$ cat src/rtl/core/tilw_pkg.sv
// Shared types and constants for the tensor-to-image layout writer.
// No dependencies; every other file of the block refers to it by scoped names.
package tilw_pkg;

	// Layout modes, as written to the mode register.
	typedef enum logic [1:0] {
		MODE_CHAN  = 2'd0,
		MODE_FOLD  = 2'd1,
		MODE_BATCH = 2'd2,
		MODE_SWAP  = 2'd3
	} layout_mode_t;

	// Configuration register indexes.
	localparam int CFG_IDX_W  = 3;
	localparam int CFG_DATA_W = 13;
	localparam logic [CFG_IDX_W-1:0] REG_MODE   = 3'd0;
	localparam logic [CFG_IDX_W-1:0] REG_SIZE_N = 3'd1;
	localparam logic [CFG_IDX_W-1:0] REG_SIZE_C = 3'd2;
	localparam logic [CFG_IDX_W-1:0] REG_SIZE_H = 3'd3;
	localparam logic [CFG_IDX_W-1:0] REG_SIZE_W = 3'd4;

	// Field widths fixed by the interface.
	localparam int SIZE_W     = 13;
	localparam int VALUE_W    = 32;
	localparam int ADDR_OUT_W = 32;

	// Four lanes per pixel.
	localparam int LANE_W = 2;
	localparam logic [LANE_W-1:0] LAST_LANE = 2'd3;

	// Cycles for the derived strides to settle after a register write or reset.
	localparam int SETTLE_W = 2;
	localparam logic [SETTLE_W-1:0] SETTLE_CYCLES = 2'd3;

	// Default parameter values.
	localparam int DEF_MAX_DIM   = 4096;
	localparam int DEF_ADDR_BITS = 32;

	// Per-item control carried from the walker to the write stage.
	typedef struct packed {
		logic [LANE_W-1:0] lane;
		logic              pad;
		logic              done;
	} item_ctl_t;

endpackage

$ cat src/rtl/core/tilw_cfg.sv
// Configuration registers and the strides derived from them.
// Depends on tilw_pkg.
module tilw_cfg #(
	parameter int MAX_DIM   = tilw_pkg::DEF_MAX_DIM,
	parameter int ADDR_BITS = tilw_pkg::DEF_ADDR_BITS,
	localparam int DIM_W    = $clog2(MAX_DIM + 1),
	localparam int PIX_W    = ADDR_BITS - 2
) (
	input  logic                                clk,
	input  logic                                arst_n,
	input  logic                                cfg_write,
	input  logic [tilw_pkg::CFG_IDX_W-1:0]      cfg_index,
	input  logic [tilw_pkg::CFG_DATA_W-1:0]     cfg_data,
	output logic                                restart,
	output logic                                busy,
	output tilw_pkg::layout_mode_t              mode,
	output logic [DIM_W-1:0]                    w_dim,
	output logic [DIM_W-1:0]                    h_dim,
	output logic [DIM_W-1:0]                    outer_lim,
	output logic [DIM_W-1:0]                    second_lim,
	output logic [PIX_W-1:0]                    row_step,
	output logic [PIX_W-1:0]                    plane_step,
	output logic [PIX_W-1:0]                    block_step
);

	tilw_pkg::layout_mode_t             mode_q;
	logic [tilw_pkg::SIZE_W-1:0]        size_n_q, size_c_q, size_h_q, size_w_q;
	logic [tilw_pkg::SETTLE_W-1:0]      settle_q;
	logic [DIM_W-1:0]                   n_q, c_q, h_q, w_q;
	logic [DIM_W-1:0]                   blk_dim;
	logic [DIM_W:0]                     blk_cnt, wblk_cnt;
	logic [PIX_W-1:0]                   width_q, plane_q;
	logic                               idx_ok;

	// Effective size: zero reads as one, anything above the maximum saturates.
	function automatic logic [DIM_W-1:0] eff_dim(input logic [tilw_pkg::SIZE_W-1:0] v);
		logic [DIM_W-1:0] r;
		if (v == '0) begin
			r = DIM_W'(1);
		end else if (32'(v) > 32'(MAX_DIM)) begin
			r = DIM_W'(MAX_DIM);
		end else begin
			r = DIM_W'(v);
		end
		return r;
	endfunction

	// Decode the register index; writes beyond the list are dropped.
	always_comb begin
		unique case (cfg_index)
			tilw_pkg::REG_MODE, tilw_pkg::REG_SIZE_N, tilw_pkg::REG_SIZE_C,
			tilw_pkg::REG_SIZE_H, tilw_pkg::REG_SIZE_W: idx_ok = 1'b1;
			default: idx_ok = 1'b0;
		endcase
	end

	assign restart = cfg_write && idx_ok;

	// Register file.
	always_ff @(posedge clk or negedge arst_n) begin
		if (!arst_n) begin
			mode_q   <= tilw_pkg::MODE_CHAN;
			size_n_q <= tilw_pkg::SIZE_W'(1);
			size_c_q <= tilw_pkg::SIZE_W'(1);
			size_h_q <= tilw_pkg::SIZE_W'(1);
			size_w_q <= tilw_pkg::SIZE_W'(1);
		end else if (cfg_write) begin
			unique case (cfg_index)
				tilw_pkg::REG_MODE:   mode_q <= tilw_pkg::layout_mode_t'(cfg_data[1:0]);
				tilw_pkg::REG_SIZE_N: size_n_q <= cfg_data;
				tilw_pkg::REG_SIZE_C: size_c_q <= cfg_data;
				tilw_pkg::REG_SIZE_H: size_h_q <= cfg_data;
				tilw_pkg::REG_SIZE_W: size_w_q <= cfg_data;
				default: ;
			endcase
		end
	end

	// Hold off items while the derived strides settle.
	always_ff @(posedge clk or negedge arst_n) begin
		if (!arst_n) begin
			settle_q <= tilw_pkg::SETTLE_CYCLES;
		end else if (restart) begin
			settle_q <= tilw_pkg::SETTLE_CYCLES;
		end else if (settle_q != '0) begin
			settle_q <= settle_q - tilw_pkg::SETTLE_W'(1);
		end
	end

	assign busy = (settle_q != '0);

	// The blocked dimension is channels in channel mode, batch otherwise.
	assign blk_dim  = (mode_q == tilw_pkg::MODE_CHAN) ? c_q : n_q;
	assign blk_cnt  = ({1'b0, blk_dim} + (DIM_W+1)'(3)) >> 2;
	assign wblk_cnt = ({1'b0, w_q} + (DIM_W+1)'(3)) >> 2;

	// Stride pipeline: sizes, then row width, then plane size.
	always_ff @(posedge clk) begin
		n_q     <= eff_dim(size_n_q);
		c_q     <= eff_dim(size_c_q);
		h_q     <= eff_dim(size_h_q);
		w_q     <= eff_dim(size_w_q);
		width_q <= PIX_W'(w_q) * PIX_W'(blk_cnt);
		plane_q <= PIX_W'(h_q * width_q);
	end

	// Loop limits per mode.
	always_comb begin
		unique case (mode_q)
			tilw_pkg::MODE_CHAN, tilw_pkg::MODE_BATCH: begin
				outer_lim  = n_q;
				second_lim = c_q;
			end
			tilw_pkg::MODE_SWAP: begin
				outer_lim  = c_q;
				second_lim = n_q;
			end
			default: begin
				outer_lim  = DIM_W'(1);
				second_lim = DIM_W'(1);
			end
		endcase
	end

	assign mode       = mode_q;
	assign w_dim      = w_q;
	assign h_dim      = h_q;
	assign row_step   = (mode_q == tilw_pkg::MODE_FOLD) ? PIX_W'(wblk_cnt) : width_q;
	assign plane_step = plane_q;
	assign block_step = PIX_W'(w_q);

endmodule

$ cat src/rtl/core/tilw_walk.sv
// Position counters, running pixel offsets and the input register stage.
// Depends on tilw_pkg.
module tilw_walk #(
	parameter int MAX_DIM   = tilw_pkg::DEF_MAX_DIM,
	parameter int ADDR_BITS = tilw_pkg::DEF_ADDR_BITS,
	localparam int DIM_W    = $clog2(MAX_DIM + 1),
	localparam int CNT_W    = (MAX_DIM > 1) ? $clog2(MAX_DIM) : 1,
	localparam int PIX_W    = ADDR_BITS - 2
) (
	input  logic                          clk,
	input  logic                          arst_n,
	input  logic                          restart,
	input  logic                          busy,
	input  tilw_pkg::layout_mode_t        mode,
	input  logic [DIM_W-1:0]              w_dim,
	input  logic [DIM_W-1:0]              h_dim,
	input  logic [DIM_W-1:0]              outer_lim,
	input  logic [DIM_W-1:0]              second_lim,
	input  logic [PIX_W-1:0]              row_step,
	input  logic [PIX_W-1:0]              plane_step,
	input  logic [PIX_W-1:0]              block_step,
	input  logic                          in_valid,
	output logic                          in_ready,
	input  logic [tilw_pkg::VALUE_W-1:0]  element_value,
	input  logic                          s1_take,
	output logic                          s1_valid,
	output logic [PIX_W-1:0]              s1_base,
	output logic [PIX_W-1:0]              s1_col,
	output tilw_pkg::item_ctl_t           s1_ctl,
	output logic [tilw_pkg::VALUE_W-1:0]  s1_value
);

	localparam int CMP_W = DIM_W + 1;

	logic [CNT_W-1:0]               col_q, row_q, sec_q, out_q;
	logic [CNT_W+1:0]               col_x, sec_x, out_x;
	logic [PIX_W-1:0]               base_q, off_outer_q, off_second_q;
	logic [PIX_W-1:0]               sec_step, out_step, off_second_nx, off_outer_nx;
	logic                           col_last, row_last, sec_last, out_last;
	logic                           accept;
	tilw_pkg::item_ctl_t            ctl;
	logic [PIX_W-1:0]               col_term;

	logic                           v_s1;
	logic [PIX_W-1:0]               base_s1, col_s1;
	tilw_pkg::item_ctl_t            ctl_s1;
	logic [tilw_pkg::VALUE_W-1:0]   value_s1;

	assign accept   = in_valid && in_ready;
	assign in_ready = !busy && (!v_s1 || s1_take);

	// End-of-range tests for each counter.
	assign col_last = (CMP_W'(col_q) + CMP_W'(1)) >= CMP_W'(w_dim);
	assign row_last = (CMP_W'(row_q) + CMP_W'(1)) >= CMP_W'(h_dim);
	assign sec_last = (CMP_W'(sec_q) + CMP_W'(1)) >= CMP_W'(second_lim);
	assign out_last = (CMP_W'(out_q) + CMP_W'(1)) >= CMP_W'(outer_lim);

	assign col_x = {2'b00, col_q};
	assign sec_x = {2'b00, sec_q};
	assign out_x = {2'b00, out_q};

	// Lane, padding and column term of the current element; strides per mode.
	always_comb begin
		ctl.done = col_last && row_last && sec_last && out_last;
		unique case (mode)
			tilw_pkg::MODE_CHAN, tilw_pkg::MODE_SWAP: begin
				ctl.lane = sec_x[1:0];
				ctl.pad  = sec_last;
				col_term = PIX_W'(col_q);
				sec_step = (sec_x[1:0] == tilw_pkg::LAST_LANE) ? block_step : '0;
				out_step = plane_step;
			end
			tilw_pkg::MODE_BATCH: begin
				ctl.lane = out_x[1:0];
				ctl.pad  = out_last;
				col_term = PIX_W'(col_q);
				sec_step = plane_step;
				out_step = (out_x[1:0] == tilw_pkg::LAST_LANE) ? block_step : '0;
			end
			default: begin
				ctl.lane = col_x[1:0];
				ctl.pad  = 1'b0;
				col_term = PIX_W'(col_x >> 2);
				sec_step = '0;
				out_step = '0;
			end
		endcase
	end

	assign off_second_nx = off_second_q + sec_step;
	assign off_outer_nx  = off_outer_q + out_step;

	// Counters advance innermost first; the row base follows each wrap.
	always_ff @(posedge clk or negedge arst_n) begin
		if (!arst_n) begin
			col_q        <= '0;
			row_q        <= '0;
			sec_q        <= '0;
			out_q        <= '0;
			base_q       <= '0;
			off_outer_q  <= '0;
			off_second_q <= '0;
		end else if (restart) begin
			col_q        <= '0;
			row_q        <= '0;
			sec_q        <= '0;
			out_q        <= '0;
			base_q       <= '0;
			off_outer_q  <= '0;
			off_second_q <= '0;
		end else if (accept) begin
			if (!col_last) begin
				col_q <= col_q + CNT_W'(1);
			end else begin
				col_q <= '0;
				if (!row_last) begin
					row_q  <= row_q + CNT_W'(1);
					base_q <= base_q + row_step;
				end else begin
					row_q <= '0;
					if (!sec_last) begin
						sec_q        <= sec_q + CNT_W'(1);
						off_second_q <= off_second_nx;
						base_q       <= off_outer_q + off_second_nx;
					end else begin
						sec_q        <= '0;
						off_second_q <= '0;
						if (!out_last) begin
							out_q       <= out_q + CNT_W'(1);
							off_outer_q <= off_outer_nx;
							base_q      <= off_outer_nx;
						end else begin
							out_q       <= '0;
							off_outer_q <= '0;
							base_q      <= '0;
						end
					end
				end
			end
		end
	end

	// Input register stage.
	always_ff @(posedge clk or negedge arst_n) begin
		if (!arst_n) begin
			v_s1 <= 1'b0;
		end else if (accept) begin
			v_s1 <= 1'b1;
		end else if (s1_take) begin
			v_s1 <= 1'b0;
		end
	end

	always_ff @(posedge clk) begin
		if (accept) begin
			base_s1  <= base_q;
			col_s1   <= col_term;
			ctl_s1   <= ctl;
			value_s1 <= element_value;
		end
	end

	assign s1_valid = v_s1;
	assign s1_base  = base_s1;
	assign s1_col   = col_s1;
	assign s1_ctl   = ctl_s1;
	assign s1_value = value_s1;

endmodule

$ cat src/rtl/core/tilw_emit.sv
// Result register: forms the image address and issues the padding lanes.
// Depends on tilw_pkg.
module tilw_emit #(
	parameter int ADDR_BITS = tilw_pkg::DEF_ADDR_BITS,
	localparam int PIX_W    = ADDR_BITS - 2
) (
	input  logic                             clk,
	input  logic                             arst_n,
	input  logic                             s1_valid,
	input  logic [PIX_W-1:0]                 s1_base,
	input  logic [PIX_W-1:0]                 s1_col,
	input  tilw_pkg::item_ctl_t              s1_ctl,
	input  logic [tilw_pkg::VALUE_W-1:0]     s1_value,
	output logic                             s1_take,
	output logic                             out_valid,
	input  logic                             out_ready,
	output logic [tilw_pkg::ADDR_OUT_W-1:0]  write_address,
	output logic [tilw_pkg::VALUE_W-1:0]     write_value,
	output logic                             run_last,
	output logic                             tensor_done
);

	logic                            v_s2;
	logic [PIX_W-1:0]                pix_s2;
	logic [tilw_pkg::LANE_W-1:0]     lane_s2, last_lane_s2;
	logic [tilw_pkg::VALUE_W-1:0]    value_s2;
	logic                            done_s2;
	logic                            last_write;
	logic [ADDR_BITS-1:0]            addr_full;

	assign last_write = (lane_s2 == last_lane_s2);
	assign s1_take    = !v_s2 || (out_ready && last_write);

	always_ff @(posedge clk or negedge arst_n) begin
		if (!arst_n) begin
			v_s2 <= 1'b0;
		end else if (s1_take) begin
			v_s2 <= s1_valid;
		end
	end

	// Load a new item, or step to the next padding lane with a zero value.
	always_ff @(posedge clk) begin
		if (s1_take && s1_valid) begin
			pix_s2       <= s1_base + s1_col;
			lane_s2      <= s1_ctl.lane;
			last_lane_s2 <= s1_ctl.pad ? tilw_pkg::LAST_LANE : s1_ctl.lane;
			value_s2     <= s1_value;
			done_s2      <= s1_ctl.done;
		end else if (v_s2 && out_ready && !last_write) begin
			lane_s2  <= lane_s2 + tilw_pkg::LANE_W'(1);
			value_s2 <= '0;
		end
	end

	assign addr_full     = {pix_s2, lane_s2};
	assign out_valid     = v_s2;
	assign write_address = tilw_pkg::ADDR_OUT_W'(addr_full);
	assign write_value   = value_s2;
	assign run_last      = last_write;
	assign tensor_done   = done_s2 && last_write;

endmodule

$ cat src/rtl/core/tensor_to_image_layout_writer.sv
// Tensor-to-image layout writer: one element item in, one to four image writes out.
// An accepted item passes the input register and then the result register before its first write.
// Throughput: one item per cycle while out_ready stays high; the item that closes a pixel
// in a blocked mode holds the result register until its padding lanes are written.
// Reset and every write to a listed register restart the position counters; items are
// held off afterwards while the row and plane strides settle.
module tensor_to_image_layout_writer #(
	parameter int MAX_DIM   = tilw_pkg::DEF_MAX_DIM,
	parameter int ADDR_BITS = tilw_pkg::DEF_ADDR_BITS
) (
	input  logic                             clk,
	input  logic                             arst_n,
	input  logic                             cfg_write,
	input  logic [tilw_pkg::CFG_IDX_W-1:0]   cfg_index,
	input  logic [tilw_pkg::CFG_DATA_W-1:0]  cfg_data,
	input  logic                             in_valid,
	output logic                             in_ready,
	input  logic [tilw_pkg::VALUE_W-1:0]     element_value,
	output logic                             out_valid,
	input  logic                             out_ready,
	output logic [tilw_pkg::ADDR_OUT_W-1:0]  write_address,
	output logic [tilw_pkg::VALUE_W-1:0]     write_value,
	output logic                             run_last,
	output logic                             tensor_done
);

	localparam int DIM_W = $clog2(MAX_DIM + 1);
	localparam int PIX_W = ADDR_BITS - 2;

	logic                           restart, busy;
	tilw_pkg::layout_mode_t         mode;
	logic [DIM_W-1:0]               w_dim, h_dim, outer_lim, second_lim;
	logic [PIX_W-1:0]               row_step, plane_step, block_step;
	logic                           s1_valid, s1_take;
	logic [PIX_W-1:0]               s1_base, s1_col;
	tilw_pkg::item_ctl_t            s1_ctl;
	logic [tilw_pkg::VALUE_W-1:0]   s1_value;

	// Registers and derived strides.
	tilw_cfg #(
		.MAX_DIM   (MAX_DIM),
		.ADDR_BITS (ADDR_BITS)
	) u_cfg (
		.clk        (clk),
		.arst_n     (arst_n),
		.cfg_write  (cfg_write),
		.cfg_index  (cfg_index),
		.cfg_data   (cfg_data),
		.restart    (restart),
		.busy       (busy),
		.mode       (mode),
		.w_dim      (w_dim),
		.h_dim      (h_dim),
		.outer_lim  (outer_lim),
		.second_lim (second_lim),
		.row_step   (row_step),
		.plane_step (plane_step),
		.block_step (block_step)
	);

	// Position tracking and input register.
	tilw_walk #(
		.MAX_DIM   (MAX_DIM),
		.ADDR_BITS (ADDR_BITS)
	) u_walk (
		.clk           (clk),
		.arst_n        (arst_n),
		.restart       (restart),
		.busy          (busy),
		.mode          (mode),
		.w_dim         (w_dim),
		.h_dim         (h_dim),
		.outer_lim     (outer_lim),
		.second_lim    (second_lim),
		.row_step      (row_step),
		.plane_step    (plane_step),
		.block_step    (block_step),
		.in_valid      (in_valid),
		.in_ready      (in_ready),
		.element_value (element_value),
		.s1_take       (s1_take),
		.s1_valid      (s1_valid),
		.s1_base       (s1_base),
		.s1_col        (s1_col),
		.s1_ctl        (s1_ctl),
		.s1_value      (s1_value)
	);

	// Result register and padding lanes.
	tilw_emit #(
		.ADDR_BITS (ADDR_BITS)
	) u_emit (
		.clk           (clk),
		.arst_n        (arst_n),
		.s1_valid      (s1_valid),
		.s1_base       (s1_base),
		.s1_col        (s1_col),
		.s1_ctl        (s1_ctl),
		.s1_value      (s1_value),
		.s1_take       (s1_take),
		.out_valid     (out_valid),
		.out_ready     (out_ready),
		.write_address (write_address),
		.write_value   (write_value),
		.run_last      (run_last),
		.tensor_done   (tensor_done)
	);

endmodule

$ cat config.mk
export PLATFORM = sky130hd
export DESIGN_NAME = tensor_to_image_layout_writer
export DESIGN_NICKNAME = d
export VERILOG_FILES = /design/src/rtl/core/tilw_pkg.sv /design/src/rtl/core/tilw_cfg.sv /design/src/rtl/core/tilw_walk.sv /design/src/rtl/core/tilw_emit.sv /design/src/rtl/core/tensor_to_image_layout_writer.sv
export SDC_FILE = /design/constraint.sdc
export NUM_CORES = 2
export LEC_CHECK = 0
export BUFFER_PORTS_ARGS = -buffer_cell sky130_fd_sc_hd__clkbuf_2
export CAP_MARGIN = 0
export CORE_MARGIN = 2
export CORE_UTILIZATION = 60
export CTS_CLUSTER_SIZE = 8
export DETAILED_ROUTE_END_ITERATION = 12
export HOLD_SLACK_MARGIN = 0.05
export PLACE_DENSITY = 0.88
export SETUP_SLACK_MARGIN = 0.02
export SLEW_MARGIN = 20
export SYNTH_ARGS = -nofsm -noshare
export SYNTH_HDL_FRONTEND = slang
export SYNTH_SLANG_ARGS = --single-unit
$ cat constraint.sdc
create_clock -name clk -period 12.9 [get_ports clk]
set_input_delay 2.58 -clock clk [delete_from_list [all_inputs] [get_ports clk]]
set_output_delay 2.58 -clock clk [all_outputs]
set_load 0.1 [all_outputs]
==> summary.md <==
| Metric | Value |
|---|---|
| CTS tree | done |
| Most common cell after layout, fill and taps aside | nand2_1 |
| Top routing layer in use | met5 |
| Routed wire length on met2 | 48.9 mm |
| WL final | 106 mm |
| Root Driver | clkbuf_16 |
| Via-to-Cell Ratio | 6.15 |
| Critical Path Fanout Max | 30 |
| Synth area leaders | fa_1 18%, dfrtp_1 12%, edfxtp_1 11%, ha_1 9.9%, dfxtp_1 5.6% |
| Total gr overflow | 0 |
| Share of the yosys chip area belonging to registers | 0.296 |
| Die H | 258 µm |
| Final setup fails | 0 |
| GRT Overall Usage | 0.324 |
| Largest net degree at the start of global routing | 103 |
| Max_cap viols | 0 |
| Yosys top cell area share | 0.177 |
| Status | finished clean |
| Vias in the first global route | 32.0k |
| TritonCTS Buffers | 66 |
| Worst-Skew Late Latency | 0.62 ns |
| P&R area growth vs syn | 8.90% |
| CP Class | reg -> reg |
| Synth unique cells | 82 |
| Req. time, crit path | 13.39 ns |
| 1st-iter DRT viols | 3354 |
| Commonest non-fill, non-tap cells in the layout | 483 x nand2_1, 432 x inv_1, 342 x fa_1, 303 x ha_1, 216 x and2_1 |
| Post-Syn Instances | 4043 |
| RSZ-0062 raised after global routing | no |
| Met1 Wirelength | 40.3 mm |
| Initial DRT Pass Iterations | 9 |
| Max Clk Rate | 110 MHz |
| Main synth FF type | dfrtp_1 |
| Clock skew | 0.0250 ns |
| I/O pin count | 121 |
| Relative slew margins | 0.189 |
| Chip width | 258 µm |
| Max-slew violations | 0 |
| Core area | 0.0633 mm² |
| CTS sink count | 448 |
| Initial antenna violation count | 3 |
| Dpl hpwl | 74.8 mm |
| CTS clk-pin slew, worst paths | 0.05 ns |
| DRC Markers | 0 |
| Period utilisation layout | 0.704 |
| Minimum clock period | 9.08 ns |
| Syn_area_per_cell | 9.54 µm² |
| Buffers on Ports | 120 |
| Full die area | 0.0664 mm² |
| Slew @ Worst Pin | 1.22 ns |
| Final hold vios | 0 |
| Cts hold-fix bufs | 0 |
| Post-CTS setup repair buffer count | 0 |
| Worst setup EP type | register |
| PwrDens | 260 mW/mm² |
| Row Count | 92 |
| Arr. time, crit path | 9.57 ns |
| Peak VDD IR | 263 µV |
| Post-synth EDFFs | 145 |
| CTS H-tree depth | 3 |
| # resized after CTS | 0 |
| P_leak | 19.4 nW |
| Yosys warns | 0 |
| Routed len/inst | 21.2 µm |
| Power Total | 10.9 mW |
| Async SR Flop Fraction | 0.438 |
| Worst setup SP type | register |
| First-pass GRT wire length | 169 mm |
| Layout cell share with drive strength beyond 1 | 0.0905 |
| Vias post-DR | 30.8k |
| Final Wtd Congestion | 0.951 |
| Biggest area consumer among synthesized cells | fa_1 |
| Initial Util | 0.610 |
| TNS Setup | 0 ns |
| Final nets | 4802 |
| Synthesized cell area | 0.0386 mm² |
| CTS max path bufs | 3 |
| Worst Hold Class | reg -> reg |
| Metal3 WL | 11.4 mm |
| Flops & latches, synth | 448 |
| Post-route ant nets | 0 |
| Syn_nets | 4743 |
-- metrics by stage --
stage	setup slack, ns	cell area (µm²)	instances	utilization	hold slack (ns)
2_1_floorplan	5.45	38600	4043	-	0.400
6_report	3.82	42000	5002	0.664	0.419
3_3_place_gp	4.21	40000	4880	0.632	0.422
3_5_place_dp	3.95	40000	4880	0.632	0.417
4_1_cts	3.74	42000	5001	0.663	0.421
5_1_grt	3.22	42000	5001	0.664	0.449
-- kinds of logic after synthesis --
kind of cell / count (synthesis) / share of synthesized area
and+or+nand+nor: 1267 / 0.159
AOI/OAI and AO/OA: 741 / 0.130
adders and majority gates: 647 / 0.276
buffers and inverters: 605 / 0.0591
DFF: 448 / 0.296
xor gates and xnor gates: 264 / 0.0599
muxes: 71 / 0.0205
-- Yosys cell counts, types with 21 or more instances --
library cell / number
and2_1: 216
nand2_1: 483
a21oi_1: 161
nor2_1: 183
mux2_2: 64
or2_2: 35
fa_1: 342
xor2_1: 86
o21a_1: 27
dfrtp_1: 190
and3_1: 28
inv_1: 432
nor2b_1: 90
nand3_1: 90
o211ai_1: 22
o21bai_1: 21
nand2b_1: 23
dfxtp_1: 107
a22oi_1: 30
xnor2_1: 178
o21ai_0: 152
clkbuf_1: 152
a22o_1: 95
nor3_1: 52
a21o_1: 77
ha_1: 305
edfxtp_1: 145
-- path summary, 6_finish.rpt --
path / from / slack, ns / depth (start not counted) / to
min reg2reg: u_walk.s1_ctl[0]$_DFFE_PP_ / 0.42 / 0 / u_emit.done_s2$_DFFE_PP_
max in group asynchronous: arst_n / 8.86 / 3 / u_cfg.size_h_q[11]$_DFFE_PN0P_
max reg2reg: u_cfg.mode[0]$_DFFE_PN0P_ / 3.82 / 27 / u_cfg.width_q[24]$_DFF_P_
max: u_cfg.mode[0]$_DFFE_PN0P_ / 3.82 / 27 / u_cfg.width_q[24]$_DFF_P_
min in group asynchronous: arst_n / 2.07 / 1 / u_walk.base_q[25]$_DFFE_PN0P_
min: u_walk.s1_ctl[0]$_DFFE_PP_ / 0.42 / 0 / u_emit.done_s2$_DFFE_PP_
-- state kept, by name (all words and copies together) (netlist names), 25 cells and up --
register             count
u_cfg.width_q           25
u_walk.s1_value         32
u_emit.pix_s2           30
u_cfg.plane_step        30
u_walk.off_second_q     30
u_walk.s1_base          30
u_walk.off_outer_q      30
u_emit.write_value      32
u_walk.base_q           30
-- routing by layer --
| metal | up-vias | global-route usage |
|---|---|---|
| met5 | - | 0 |
| li1 | 13700 | - |
| met4 | 6 | 0.155 |
| met3 | 442 | 0.0921 |
| met2 | 1702 | 0.523 |
| met1 | 15000 | 0.402 |
-- worst max-delay path: stages (launching register included) --
cell and delay (ns):
dfrtp_1 0.41, clkinv_1 0.57, ha_2 0.65, a21oi_1 0.37
and2_1 0.34, nand2_1 0.17, a21oi_1 0.35, nand2_1 0.33
xnor2_1 0.59, nor2_1 0.15, fa_1 0.61, fa_1 0.44
fa_1 0.50, fa_1 0.51, inv_1 0.05, fa_1 0.47
inv_1 0.04, ha_1 0.32, and2_1 0.22, nand3_1 0.10
a211oi_1 0.07, o41ai_1 0.57, a21oi_1 0.16, o21ai_0 0.30
a21oi_1 0.18, a21o_1 0.23, a21oi_1 0.18, xnor2_1 0.08
-- cell type report --
type,count,area [µm²]
multi-input cells,2990,25000
fillers,4597,21300
flip-flops and latches,448,11400
clock buffers,115,1890
inverters,435,1630
well taps,846,1060
repair buffers,161,917
clock inverters,6,114
diodes,1,2.50
-- power by group --
part | switching [mW] | internal (mW) | total [mW]
Combinational | 4.34 | 2.54 | 6.88
Clock | 0.674 | 0.997 | 1.67
Sequential | 0.489 | 1.87 | 2.36
Total | 5.50 | 5.41 | 10.9
Power figures use the tool's default switching activity.
